<file path="config.mk">
export PLATFORM = sky130hd
export DESIGN_NAME = resource_pool_allocator
export DESIGN_NICKNAME = d
export VERILOG_FILES = /design/src/design/rpa_pkg.sv /design/src/design/rpa_ram.sv /design/src/design/resource_pool_allocator.sv
export SDC_FILE = /design/constraint.sdc
export NUM_CORES = 2
export LEC_CHECK = 0
export BUFFER_PORTS_ARGS = -buffer_cell sky130_fd_sc_hd__clkbuf_2
export CORE_UTILIZATION = 32
export DETAILED_ROUTE_END_ITERATION = 7
export REMOVE_ABC_BUFFERS = 1
export SYNTH_ARGS = -nofsm -noshare
export SYNTH_HDL_FRONTEND = slang
export SYNTH_SLANG_ARGS = --single-unit
</file>
<file path="constraint.sdc">
create_clock -name clock -period 10.5 [get_ports clock]
set_clock_uncertainty 0.1 [all_clocks]
set_input_delay 2.1 -clock clock [delete_from_list [all_inputs] [get_ports clock]]
set_output_delay 2.1 -clock clock [all_outputs]
set_load 0.05 [all_outputs]
</file>
<file path="src/design/rpa_pkg.sv">
// Shared types, codes and helpers of the resource pool allocator.
// No dependencies; imported by rpa_ram users and the top level.
package rpa_pkg;

   localparam int NPOOLS    = 3;
   localparam int GRANT_CAP = 24;

   // request kinds, carried on req_tuser
   localparam logic [2:0] MODE_RESERVE     = 3'd0;
   localparam logic [2:0] MODE_RELEASE     = 3'd1;
   localparam logic [2:0] MODE_RELEASE_ALL = 3'd2;
   localparam logic [2:0] MODE_DISCONNECT  = 3'd3;
   localparam logic [2:0] MODE_CANCEL      = 3'd4;

   // status codes
   localparam logic [2:0] ST_GRANTED    = 3'd0;
   localparam logic [2:0] ST_QUEUED     = 3'd1;
   localparam logic [2:0] ST_DONE       = 3'd2;
   localparam logic [2:0] ST_BAD        = 3'd3;
   localparam logic [2:0] ST_NO_JOB     = 3'd4;
   localparam logic [2:0] ST_OVER       = 3'd5;
   localparam logic [2:0] ST_TABLE_FULL = 3'd6;
   localparam logic [2:0] ST_QUEUE_FULL = 3'd7;

   // configuration register indexes
   localparam logic [1:0] REG_TOTAL_CPU  = 2'd0;
   localparam logic [1:0] REG_TOTAL_GPU  = 2'd1;
   localparam logic [1:0] REG_TOTAL_MEM  = 2'd2;
   localparam logic [1:0] REG_MAX_GRANTS = 2'd3;

   localparam logic [1:0] RES_NONE = 2'd3;
   localparam logic [1:0] POOL_END = 2'd3;

   typedef logic [15:0] amt_type;
   typedef logic [NPOOLS-1:0][15:0] pool_vec_type;

   typedef struct packed {
      logic [7:0]  client;
      logic [15:0] job;
   } key_type;

   typedef struct packed {
      logic [7:0]  client;
      logic [15:0] job;
      logic [15:0] amount;
   } pend_type;

   function automatic amt_type sat_add(amt_type a, amt_type b);
      logic [16:0] s;
      s = {1'b0, a} + {1'b0, b};
      return s[16] ? 16'hFFFF : s[15:0];
   endfunction

endpackage

</file>
<file path="src/design/rpa_ram.sv">
// Simple dual-port synchronous RAM, one write and one registered read port.
// Standalone; used for the key, holding and queue stores.
module rpa_ram #(
   parameter int WIDTH = 8,
   parameter int DEPTH = 4
) (
   input  logic                     clock,
   input  logic                     wr_en,
   input  logic [$clog2(DEPTH)-1:0] wr_addr,
   input  logic [WIDTH-1:0]         wr_data,
   input  logic [$clog2(DEPTH)-1:0] rd_addr,
   output logic [WIDTH-1:0]         rd_data
);
   logic [WIDTH-1:0] mem [DEPTH];
   logic [WIDTH-1:0] rd_data_ff;

   // write and registered read
   always_ff @(posedge clock) begin
      if (wr_en) begin
         mem[wr_addr] <= wr_data;
      end
      rd_data_ff <= mem[rd_addr];
   end

   assign rd_data = rd_data_ff;
endmodule

</file>
<file path="src/design/resource_pool_allocator.sv">
// A bad, queued or queue-full request goes from decode straight to its status result.
// Reserve scans the key table, a read and a compare state per entry; a release adds the holding
// update and the pool walk; each grant adds a table scan and moves up the queued entries behind
// it. Disconnect scans the table, visits the queued entries of each pool, shifts out the
// client's, then walks the grants. A stalled result holds the sequencer.
// Throughput: one request at a time, taken again once the status result is registered.
// Reset (synchronous): totals and available units zero, max_grants 24, table and queues empty.
// Depends on rpa_pkg and rpa_ram.
module resource_pool_allocator #(
   parameter int ACTIVE_JOBS = 16,
   parameter int QUEUE_DEPTH = 8
) (
   input  logic        clock,
   input  logic        reset,
   input  logic        req_tvalid,
   output logic        req_tready,
   input  logic [47:0] req_tdata,   // client[7:0] job_id[23:8] resource[25:24] amount[41:26]
   input  logic [2:0]  req_tuser,   // mode[2:0]
   output logic        rsp_tvalid,
   input  logic        rsp_tready,
   output logic [55:0] rsp_tdata,   // status[2:0] grant_client[10:3] grant_job[26:11]
                                    // grant_resource[28:27] grant_amount[44:29]
                                    // grant_number[49:45]
   output logic [0:0]  rsp_tuser,   // kind[0]
   output logic        rsp_tlast,
   input  logic        csr_valid,
   output logic        csr_ready,
   input  logic [1:0]  csr_index,
   input  logic [15:0] csr_data
);
   import rpa_pkg::*;

   localparam int AW  = $clog2(ACTIVE_JOBS);
   localparam int QW  = $clog2(QUEUE_DEPTH);
   localparam int CW  = QW + 1;
   localparam int QAW = QW + 2;
   localparam int QDEPTH_MEM = NPOOLS << QW;

   typedef enum logic [4:0] {
      S_IDLE, S_DECODE, S_FIND_RD, S_FIND_CMP, S_HELD_RD, S_HELD_UPD,
      S_DISC_RD, S_DISC_CMP, S_PURGE_RD, S_PURGE_CMP, S_CAN_RD, S_CAN_CMP,
      S_SH_RD, S_SH_WR, S_GHEAD, S_GCHECK, S_GEMIT, S_STATUS
   } state_type;

   typedef enum logic [1:0] {P_RESERVE, P_RELEASE, P_GRANT} purpose_type;

   state_type   state_ff, ret_ff;
   purpose_type purpose_ff;

   logic [2:0]  mode_ff;
   logic [7:0]  client_ff;
   logic [15:0] job_ff;
   logic [1:0]  res_ff;
   logic [15:0] amount_ff;
   logic [2:0]  status_ff;

   pool_vec_type total_ff, avail_ff;
   logic [4:0]   maxg_ff;
   logic [NPOOLS-1:0][CW-1:0] qcnt_ff;
   logic [ACTIVE_JOBS-1:0]    valid_ff;

   logic [AW-1:0] scan_ff, entry_ff, free_idx_ff;
   logic          free_found_ff, new_ff;
   logic [1:0]    pool_ff;
   logic [CW-1:0] qk_ff, qpos_ff;
   logic [4:0]    ngrant_ff;

   logic        rsp_valid_ff, rsp_kind_ff, rsp_last_ff;
   logic [55:0] rsp_data_ff;

   // memory ports
   logic               key_we, held_we, q_we;
   logic [AW-1:0]      key_waddr, held_waddr, held_raddr;
   logic [QAW-1:0]     q_waddr, q_raddr;
   key_type            key_wdata, key_rd;
   pool_vec_type       held_wdata, held_rd;
   pend_type           q_wdata, q_rd;

   rpa_ram #(.WIDTH(24), .DEPTH(ACTIVE_JOBS)) u_key_ram (
      .clock(clock), .wr_en(key_we), .wr_addr(key_waddr), .wr_data(key_wdata),
      .rd_addr(scan_ff), .rd_data(key_rd)
   );

   rpa_ram #(.WIDTH(48), .DEPTH(ACTIVE_JOBS)) u_held_ram (
      .clock(clock), .wr_en(held_we), .wr_addr(held_waddr), .wr_data(held_wdata),
      .rd_addr(held_raddr), .rd_data(held_rd)
   );

   rpa_ram #(.WIDTH(40), .DEPTH(QDEPTH_MEM)) u_queue_ram (
      .clock(clock), .wr_en(q_we), .wr_addr(q_waddr), .wr_data(q_wdata),
      .rd_addr(q_raddr), .rd_data(q_rd)
   );

   // request decode helpers
   logic          res_bad, over_total, avail_ok, queue_full, enqueue;
   logic [CW-1:0] res_cnt, pool_cnt, qnext;
   logic [4:0]    grant_limit;
   logic          key_hit, free_now, scan_last;
   logic [AW-1:0] free_sel;

   always_comb begin
      res_bad     = (res_ff == RES_NONE);
      over_total  = !res_bad && (amount_ff > total_ff[res_ff]);
      avail_ok    = !res_bad && (avail_ff[res_ff] >= amount_ff);
      res_cnt     = res_bad ? '0 : qcnt_ff[res_ff];
      queue_full  = (res_cnt >= CW'(QUEUE_DEPTH));
      enqueue     = (state_ff == S_DECODE) && (mode_ff == MODE_RESERVE) && !res_bad &&
                    !over_total && !avail_ok && !queue_full;
      pool_cnt    = (pool_ff == POOL_END) ? '0 : qcnt_ff[pool_ff];
      qnext       = qpos_ff + CW'(1);
      grant_limit = (maxg_ff > 5'(GRANT_CAP)) ? 5'(GRANT_CAP) : maxg_ff;
      key_hit     = valid_ff[scan_ff] && (key_rd.client == client_ff) &&
                    (key_rd.job == job_ff);
      free_now    = free_found_ff || !valid_ff[scan_ff];
      free_sel    = free_found_ff ? free_idx_ff : scan_ff;
      scan_last   = (scan_ff == AW'(ACTIVE_JOBS - 1));
   end

   // holding update for reserve, grant and release; pool refund for disconnect
   pool_vec_type held_cur, held_mod, avail_mod, avail_disc;
   logic         over_rel, drop_entry;

   always_comb begin
      held_cur  = new_ff ? '0 : held_rd;
      held_mod  = held_cur;
      avail_mod = avail_ff;
      over_rel  = 1'b0;
      if (purpose_ff == P_RELEASE) begin
         if (mode_ff == MODE_RELEASE_ALL) begin
            for (int p = 0; p < NPOOLS; p++) begin
               avail_mod[p] = sat_add(avail_ff[p], held_cur[p]);
            end
            held_mod = '0;
         end else if (!res_bad) begin
            over_rel          = held_cur[res_ff] < amount_ff;
            held_mod[res_ff]  = held_cur[res_ff] - amount_ff;
            avail_mod[res_ff] = sat_add(avail_ff[res_ff], amount_ff);
         end
      end else if (!res_bad) begin
         held_mod[res_ff]  = sat_add(held_cur[res_ff], amount_ff);
         avail_mod[res_ff] = avail_ff[res_ff] - amount_ff;
      end
      drop_entry = (held_mod == '0);
      for (int p = 0; p < NPOOLS; p++) begin
         avail_disc[p] = sat_add(avail_ff[p], held_rd[p]);
      end
   end

   // drive memory ports from the sequencer state
   always_comb begin
      key_we     = (state_ff == S_HELD_UPD) && new_ff;
      key_waddr  = entry_ff;
      key_wdata  = '{client: client_ff, job: job_ff};
      held_we    = (state_ff == S_HELD_UPD) && !over_rel;
      held_waddr = entry_ff;
      held_wdata = held_mod;
      held_raddr = (state_ff == S_HELD_RD) ? entry_ff : scan_ff;
      q_we       = enqueue || (state_ff == S_SH_WR);
      if (state_ff == S_SH_WR) begin
         q_waddr = {pool_ff, qpos_ff[QW-1:0]};
         q_wdata = q_rd;
      end else begin
         q_waddr = {res_ff, res_cnt[QW-1:0]};
         q_wdata = '{client: client_ff, job: job_ff, amount: amount_ff};
      end
      case (state_ff)
         S_SH_RD:  q_raddr = {pool_ff, qnext[QW-1:0]};
         S_GHEAD:  q_raddr = {pool_ff, {QW{1'b0}}};
         default:  q_raddr = {pool_ff, qk_ff[QW-1:0]};
      endcase
   end

   logic out_free, rsp_load;
   assign out_free = !rsp_valid_ff || rsp_tready;
   assign rsp_load = out_free && (state_ff == S_GEMIT || state_ff == S_STATUS);

   // sequencer, pool state and result register
   always_ff @(posedge clock) begin
      if (reset) begin
         state_ff      <= S_IDLE;
         ret_ff        <= S_IDLE;
         purpose_ff    <= P_RESERVE;
         total_ff      <= '0;
         avail_ff      <= '0;
         maxg_ff       <= 5'(GRANT_CAP);
         qcnt_ff       <= '0;
         valid_ff      <= '0;
         rsp_valid_ff  <= 1'b0;
         ngrant_ff     <= '0;
         free_found_ff <= 1'b0;
         new_ff        <= 1'b0;
      end else begin
         if (rsp_valid_ff && rsp_tready && !rsp_load) begin
            rsp_valid_ff <= 1'b0;
         end

         // configuration transfer
         if (csr_valid && csr_ready) begin
            case (csr_index)
               REG_TOTAL_CPU, REG_TOTAL_GPU, REG_TOTAL_MEM: begin
                  total_ff[csr_index] <= csr_data;
                  avail_ff[csr_index] <= csr_data;
               end
               REG_MAX_GRANTS: maxg_ff <= csr_data[4:0];
               default: ;
            endcase
         end

         case (state_ff)
            S_IDLE: begin
               if (req_tvalid) begin
                  mode_ff   <= req_tuser;
                  client_ff <= req_tdata[7:0];
                  job_ff    <= req_tdata[23:8];
                  res_ff    <= req_tdata[25:24];
                  amount_ff <= req_tdata[41:26];
                  ngrant_ff <= '0;
                  state_ff  <= S_DECODE;
               end
            end

            S_DECODE: begin
               scan_ff       <= '0;
               free_found_ff <= 1'b0;
               new_ff        <= 1'b0;
               qk_ff         <= '0;
               pool_ff       <= res_ff;
               status_ff     <= ST_BAD;
               state_ff      <= S_STATUS;
               case (mode_ff)
                  MODE_RESERVE: begin
                     if (!res_bad && !over_total) begin
                        if (avail_ok) begin
                           purpose_ff <= P_RESERVE;
                           state_ff   <= S_FIND_RD;
                        end else if (queue_full) begin
                           status_ff <= ST_QUEUE_FULL;
                        end else begin
                           qcnt_ff[res_ff] <= res_cnt + CW'(1);
                           status_ff       <= ST_QUEUED;
                        end
                     end
                  end
                  MODE_RELEASE, MODE_RELEASE_ALL: begin
                     if (!(mode_ff == MODE_RELEASE && (amount_ff == '0 || res_bad))) begin
                        purpose_ff <= P_RELEASE;
                        state_ff   <= S_FIND_RD;
                     end
                  end
                  MODE_DISCONNECT: state_ff <= S_DISC_RD;
                  MODE_CANCEL: begin
                     if (!res_bad) begin
                        state_ff <= S_CAN_RD;
                     end
                  end
                  default: ;
               endcase
            end

            // key table scan, a read and a compare state per entry
            S_FIND_RD: state_ff <= S_FIND_CMP;

            S_FIND_CMP: begin
               if (!free_found_ff && !valid_ff[scan_ff]) begin
                  free_found_ff <= 1'b1;
                  free_idx_ff   <= scan_ff;
               end
               if (key_hit) begin
                  entry_ff <= scan_ff;
                  new_ff   <= 1'b0;
                  state_ff <= S_HELD_RD;
               end else if (scan_last) begin
                  if (purpose_ff == P_RELEASE) begin
                     status_ff <= ST_NO_JOB;
                     state_ff  <= S_STATUS;
                  end else if (free_now) begin
                     entry_ff <= free_sel;
                     new_ff   <= 1'b1;
                     state_ff <= S_HELD_RD;
                  end else if (purpose_ff == P_RESERVE) begin
                     status_ff <= ST_TABLE_FULL;
                     state_ff  <= S_STATUS;
                  end else begin
                     pool_ff  <= pool_ff + 2'd1;
                     state_ff <= S_GHEAD;
                  end
               end else begin
                  scan_ff  <= scan_ff + AW'(1);
                  state_ff <= S_FIND_RD;
               end
            end

            S_HELD_RD: state_ff <= S_HELD_UPD;

            S_HELD_UPD: begin
               case (purpose_ff)
                  P_RESERVE: begin
                     avail_ff <= avail_mod;
                     if (new_ff) begin
                        valid_ff[entry_ff] <= 1'b1;
                     end
                     status_ff <= ST_GRANTED;
                     state_ff  <= S_STATUS;
                  end
                  P_GRANT: begin
                     avail_ff <= avail_mod;
                     if (new_ff) begin
                        valid_ff[entry_ff] <= 1'b1;
                     end
                     state_ff <= S_GEMIT;
                  end
                  default: begin
                     if (over_rel) begin
                        status_ff <= ST_OVER;
                        state_ff  <= S_STATUS;
                     end else begin
                        avail_ff <= avail_mod;
                        if (drop_entry) begin
                           valid_ff[entry_ff] <= 1'b0;
                        end
                        pool_ff  <= '0;
                        state_ff <= S_GHEAD;
                     end
                  end
               endcase
            end

            // disconnect: free every entry of the client
            S_DISC_RD: state_ff <= S_DISC_CMP;

            S_DISC_CMP: begin
               if (valid_ff[scan_ff] && key_rd.client == client_ff) begin
                  avail_ff          <= avail_disc;
                  valid_ff[scan_ff] <= 1'b0;
               end
               if (scan_last) begin
                  pool_ff  <= '0;
                  qk_ff    <= '0;
                  state_ff <= S_PURGE_RD;
               end else begin
                  scan_ff  <= scan_ff + AW'(1);
                  state_ff <= S_DISC_RD;
               end
            end

            // drop the client's queued requests
            S_PURGE_RD: begin
               if (pool_ff == POOL_END) begin
                  pool_ff  <= '0;
                  state_ff <= S_GHEAD;
               end else if (qk_ff >= pool_cnt) begin
                  pool_ff <= pool_ff + 2'd1;
                  qk_ff   <= '0;
               end else begin
                  state_ff <= S_PURGE_CMP;
               end
            end

            S_PURGE_CMP: begin
               if (q_rd.client == client_ff) begin
                  qpos_ff  <= qk_ff;
                  ret_ff   <= S_PURGE_RD;
                  state_ff <= S_SH_RD;
               end else begin
                  qk_ff    <= qk_ff + CW'(1);
                  state_ff <= S_PURGE_RD;
               end
            end

            // cancel: remove first queued request of the job
            S_CAN_RD: begin
               if (qk_ff >= pool_cnt) begin
                  status_ff <= ST_NO_JOB;
                  state_ff  <= S_STATUS;
               end else begin
                  state_ff <= S_CAN_CMP;
               end
            end

            S_CAN_CMP: begin
               if (q_rd.job == job_ff) begin
                  qpos_ff   <= qk_ff;
                  ret_ff    <= S_STATUS;
                  status_ff <= ST_DONE;
                  state_ff  <= S_SH_RD;
               end else begin
                  qk_ff    <= qk_ff + CW'(1);
                  state_ff <= S_CAN_RD;
               end
            end

            // close the gap at qpos, a read and a write state per entry
            S_SH_RD: begin
               if (qnext >= pool_cnt) begin
                  qcnt_ff[pool_ff] <= pool_cnt - CW'(1);
                  state_ff         <= ret_ff;
               end else begin
                  state_ff <= S_SH_WR;
               end
            end

            S_SH_WR: begin
               qpos_ff  <= qnext;
               state_ff <= S_SH_RD;
            end

            // grant queue heads in pool order
            S_GHEAD: begin
               if (pool_ff == POOL_END) begin
                  status_ff <= ST_DONE;
                  state_ff  <= S_STATUS;
               end else if (pool_cnt == '0 || ngrant_ff >= grant_limit) begin
                  pool_ff <= pool_ff + 2'd1;
               end else begin
                  state_ff <= S_GCHECK;
               end
            end

            S_GCHECK: begin
               if (avail_ff[pool_ff] < q_rd.amount) begin
                  pool_ff  <= pool_ff + 2'd1;
                  state_ff <= S_GHEAD;
               end else begin
                  client_ff     <= q_rd.client;
                  job_ff        <= q_rd.job;
                  amount_ff     <= q_rd.amount;
                  res_ff        <= pool_ff;
                  purpose_ff    <= P_GRANT;
                  scan_ff       <= '0;
                  free_found_ff <= 1'b0;
                  state_ff      <= S_FIND_RD;
               end
            end

            S_GEMIT: begin
               if (out_free) begin
                  rsp_valid_ff <= 1'b1;
                  rsp_kind_ff  <= 1'b1;
                  rsp_last_ff  <= 1'b0;
                  rsp_data_ff  <= {6'd0, ngrant_ff + 5'd1, amount_ff, pool_ff, job_ff,
                                   client_ff, ST_GRANTED};
                  ngrant_ff    <= ngrant_ff + 5'd1;
                  qpos_ff      <= '0;
                  ret_ff       <= S_GHEAD;
                  state_ff     <= S_SH_RD;
               end
            end

            S_STATUS: begin
               if (out_free) begin
                  rsp_valid_ff <= 1'b1;
                  rsp_kind_ff  <= 1'b0;
                  rsp_last_ff  <= 1'b1;
                  rsp_data_ff  <= {6'd0, ngrant_ff, 16'd0, 2'd0, 16'd0, 8'd0, status_ff};
                  state_ff     <= S_IDLE;
               end
            end

            default: state_ff <= S_IDLE;
         endcase
      end
   end

   assign req_tready = (state_ff == S_IDLE);
   assign csr_ready  = (state_ff == S_IDLE);
   assign rsp_tvalid = rsp_valid_ff;
   assign rsp_tdata  = rsp_data_ff;
   assign rsp_tuser  = rsp_kind_ff;
   assign rsp_tlast  = rsp_last_ff;

   // grants in one request never pass the cap
   a_grant_cap: assert property (@(posedge clock) disable iff (reset)
      ngrant_ff <= 5'(GRANT_CAP))
      else $error("grant count above cap");

   // queue lengths stay within depth
   a_queue_len: assert property (@(posedge clock) disable iff (reset)
      qcnt_ff[0] <= CW'(QUEUE_DEPTH) && qcnt_ff[1] <= CW'(QUEUE_DEPTH) &&
      qcnt_ff[2] <= CW'(QUEUE_DEPTH))
      else $error("queue length above depth");

   // a status result always closes the run
   a_status_last: assert property (@(posedge clock) disable iff (reset)
      rsp_valid_ff && !rsp_kind_ff |-> rsp_last_ff)
      else $error("status result not marked last");

   // an accepted request is decoded next
   a_accept_decode: assert property (@(posedge clock) disable iff (reset)
      req_tvalid && req_tready |=> state_ff == S_DECODE)
      else $error("accepted request not decoded");
endmodule
</file>
==> impl_metrics.env <==
export IMPL_die_w_um=589
export IMPL_clkSinkCount=2493
export IMPL_drv_cap=0
export IMPL_gp_congestion=0.988
export IMPL_critPathSlowestCell="o32ai_1"
export IMPL_peakVddDrop_mv=0.139
export IMPL_dieArea_um2=347000
export IMPL_synth_edf_count=2234
export IMPL_arrival_ps=8470
export IMPL_path_clk_slew_ps=60
export IMPL_hpwl_mm=225
export IMPL_critical_path_required_ps=11110
export IMPL_startpoint="new_ff$_SDFFE_PP0P_"
export IMPL_hold_buffers=0
export IMPL_ys_top_cells_by_area="edfxtp_1, mux4_2, nand2_1"
export IMPL_setup_viol=0
export IMPL_ys_types=92
export IMPL_synth_commonest_cells="edfxtp_1, nand2_1, nor2_1, clkbuf_1, a21oi_1"
export IMPL_period_share_pct=74.9
export IMPL_leakage_nw=42.9
export IMPL_io_buffers=122
export IMPL_worstRegToRegCells=16
export IMPL_finalHoldViolCount=0
export IMPL_grt_use_total_pct=20.0
export IMPL_synth_flop_cell="edfxtp_1"
export IMPL_drt_iter0_markers=7802
export IMPL_route_antenna_remaining_nets=0
export IMPL_worst_path_buf_inv=2
export IMPL_max_freq_mhz=127
export IMPL_yosys_warnings=0
export IMPL_detail_route_wl_per_cell_um=26.7
export IMPL_placementRows=215
export IMPL_min_period_ps=7860
export IMPL_route_vias_total=73500
export IMPL_register_area_um2=72300
export IMPL_clock_path_buffers=4
export IMPL_yosys_register_bits=2493
export IMPL_async_reset_ff_share_pct=0
export IMPL_crit_fanout=43
export IMPL_h_tree_depth=5
export IMPL_hold_class="reg -> reg"
export IMPL_whs_endpoint="total_ff[47]$_SDFFE_PP0P_"
export IMPL_core_um2=343000
export IMPL_viasPerCell=5.50
export IMPL_antenna_found_initial=31
export IMPL_path_cells="buf_4 > nand2b_1 > o22ai_1 > ha_1 > inv_1 > a2111oi_0 > or4b_1 > a2111oi_2 > o41a_1 > nor2_1 > o32ai_1 > o31ai_1 > a21o_1 > a41oi_4 > or4_1 > o21ai_0"
export IMPL_crit_path_end_kind="flop"
export IMPL_post_cts_resize_count=0
export IMPL_pin_count=135
export IMPL_worst_slew_pin_transition_ps=1320
export IMPL_synth_top_area_share_pct=60.8
export IMPL_grt_pass1_vias=71200
export IMPL_p_per_area_nw_per_um2=229
export IMPL_layout_nets=8868
export IMPL_cts_buffers=276
export IMPL_initial_core_util_pct=32.2
export IMPL_synth_top_cell_by_area="edfxtp_1"
export IMPL_pre_cts_ws_ps=2830
export IMPL_cpPeakStageDelay_ps=1040
export IMPL_critPathLaunchType="flop"
export IMPL_min_from="total_ff[47]$_SDFFE_PP0P_"
export IMPL_syn2layout_area_growth_pct=14.6
export IMPL_grt_setup_unrepaired="false"
export IMPL_final_layout_size_suffix_gt1_share_pct=13.9
export IMPL_fillers=32200
export IMPL_r2r_slack_ps=2640
export IMPL_crit_type="reg -> reg"
export IMPL_clockRootBuffer="clkbuf_16"
export IMPL_crit_family="compound AO/OA/AOI/OAI gates"
export IMPL_drc_errors=0
export IMPL_postSynthCellCount=8470
export IMPL_min_path_cells=2
export IMPL_relSlewSlack_pct=11.7
export IMPL_grt_max_degree=185
export IMPL_first_pass_iters=7
export IMPL_grt_pass1_wl_mm=511
export IMPL_cts_tree="done"
export IMPL_finalSetupTns_ps=0
export IMPL_multi_input_area_um2=36300
export IMPL_synth_area_per_cell_um2=13.0
export IMPL_routed_wl_mm=357
export IMPL_overflow=0
export IMPL_finalMaxSlewViolations=0
export IMPL_r2r_start="new_ff$_SDFFE_PP0P_"
export IMPL_syn_area_um2=110000
export IMPL_postCtsSetupRepairBufs=0
export IMPL_outcome="completed"
export IMPL_dieHeight_um=589
export IMPL_ys_seq_area_share_pct=65.5
export IMPL_yosysMostFrequentCell="edfxtp_1"
export IMPL_clkLatencyLatePin_ps=900
export IMPL_setup_ws_ps=2640
-- metal layers --
| metal | up-vias | track usage [%] | wire length, um |
|---|---|---|---|
| li1 | 32200 | - | - |
| met1 | 37500 | 27.6 | 152000 |
| met2 | 3256 | 31.0 | 162000 |
| met3 | 605 | 3.60 | 28400 |
| met4 | 8 | 8.24 | 15100 |
| met5 | - | 0 | 45 |
-- tightest hold or removal path, cell delays in order, from the launching register on --
cell	delay, ps
dfxtp_1	310
nand2_1	50
a21oi_1	50
-- cells by family after synthesis --
logic type | share of synthesized area (%)
AO/OA/AOI/OAI | 8.93
XOR/XNOR | 1.36
adder cells (fa/ha/maj) | 2.62
buffers and inverters | 2.24
flip-flops | 65.5
multiplexers | 7.44
other | 0.00340
AND/OR/NAND/NOR | 11.9
-- worst max path at each step --
stage / endpoint / slack [ps] / depth (start not counted)
floorplan: u_held_ram.rd_data[0]$_DFF_P_ / -18870 / 5
global placement: flop / 2930 / 17
detailed placement: flop / 2830 / 15
CTS: flop / 2790 / 15
global route: flop / 2440 / 16
finish: flop / 2640 / 16
-- cell usage in the layout (no fill, tap or decap), types with 194 or more instances in the layout --
cell type  count
edfxtp_1    2234
buf_4        194
mux4_2       317
clkbuf_16    284
a21oi_1      421
dfxtp_1      258
o21ai_0      226
nand2_1     1636
nor2_1       397
ha_1         215
nand3_1      319
-- area by class of cell --
cell class	instances	share of cell area, %
Multi-Input combinational cell	5340	28.7
Tap cell	4557	4.51
Timing Repair Buffer	342	2.06
Clock buffer	360	5.96
Antenna cell	17	0.0336
Inverter	116	0.344
Clock inverter	140	1.20
Sequential cell	2493	57.1
-- registers in the layout (all words and copies together) (netlist names), 12 cells and up, named ones only --
register / flops
amount_ff: 16
rsp_tdata: 50
avail_ff: 48
u_key_ram.rd_data: 24
job_ff: 16
qcnt_ff: 12
total_ff: 48
u_held_ram.mem: 768
u_queue_ram.mem: 960
u_queue_ram.rd_data: 40
u_held_ram.rd_data: 48
u_key_ram.mem: 384
-- per-stage QoR --
step	utilization (%)	total power [mW]	cells	hold slack, ps	instance area (um2)
5_1_grt	36.9	30.1	13400	369	126000
4_1_cts	36.9	29.1	13300	354	126000
6_report	36.9	29.0	13400	359	126000
3_5_place_dp	34.2	19.4	12800	346	117000
3_3_place_gp	34.2	19.3	12800	343	117000
2_1_floorplan	-	17.4	7949	330	108000
-- report_power, final --
part / total, mW / internal, mW / leakage, nW / switching, mW
registers: 12.4 / 11.9 / 22.2 / 0.496
logic: 6.94 / 2.13 / 16.3 / 4.80
clock network: 9.73 / 5.70 / 4.42 / 4.03
Note: power is estimated with default switching activity, not from simulation.
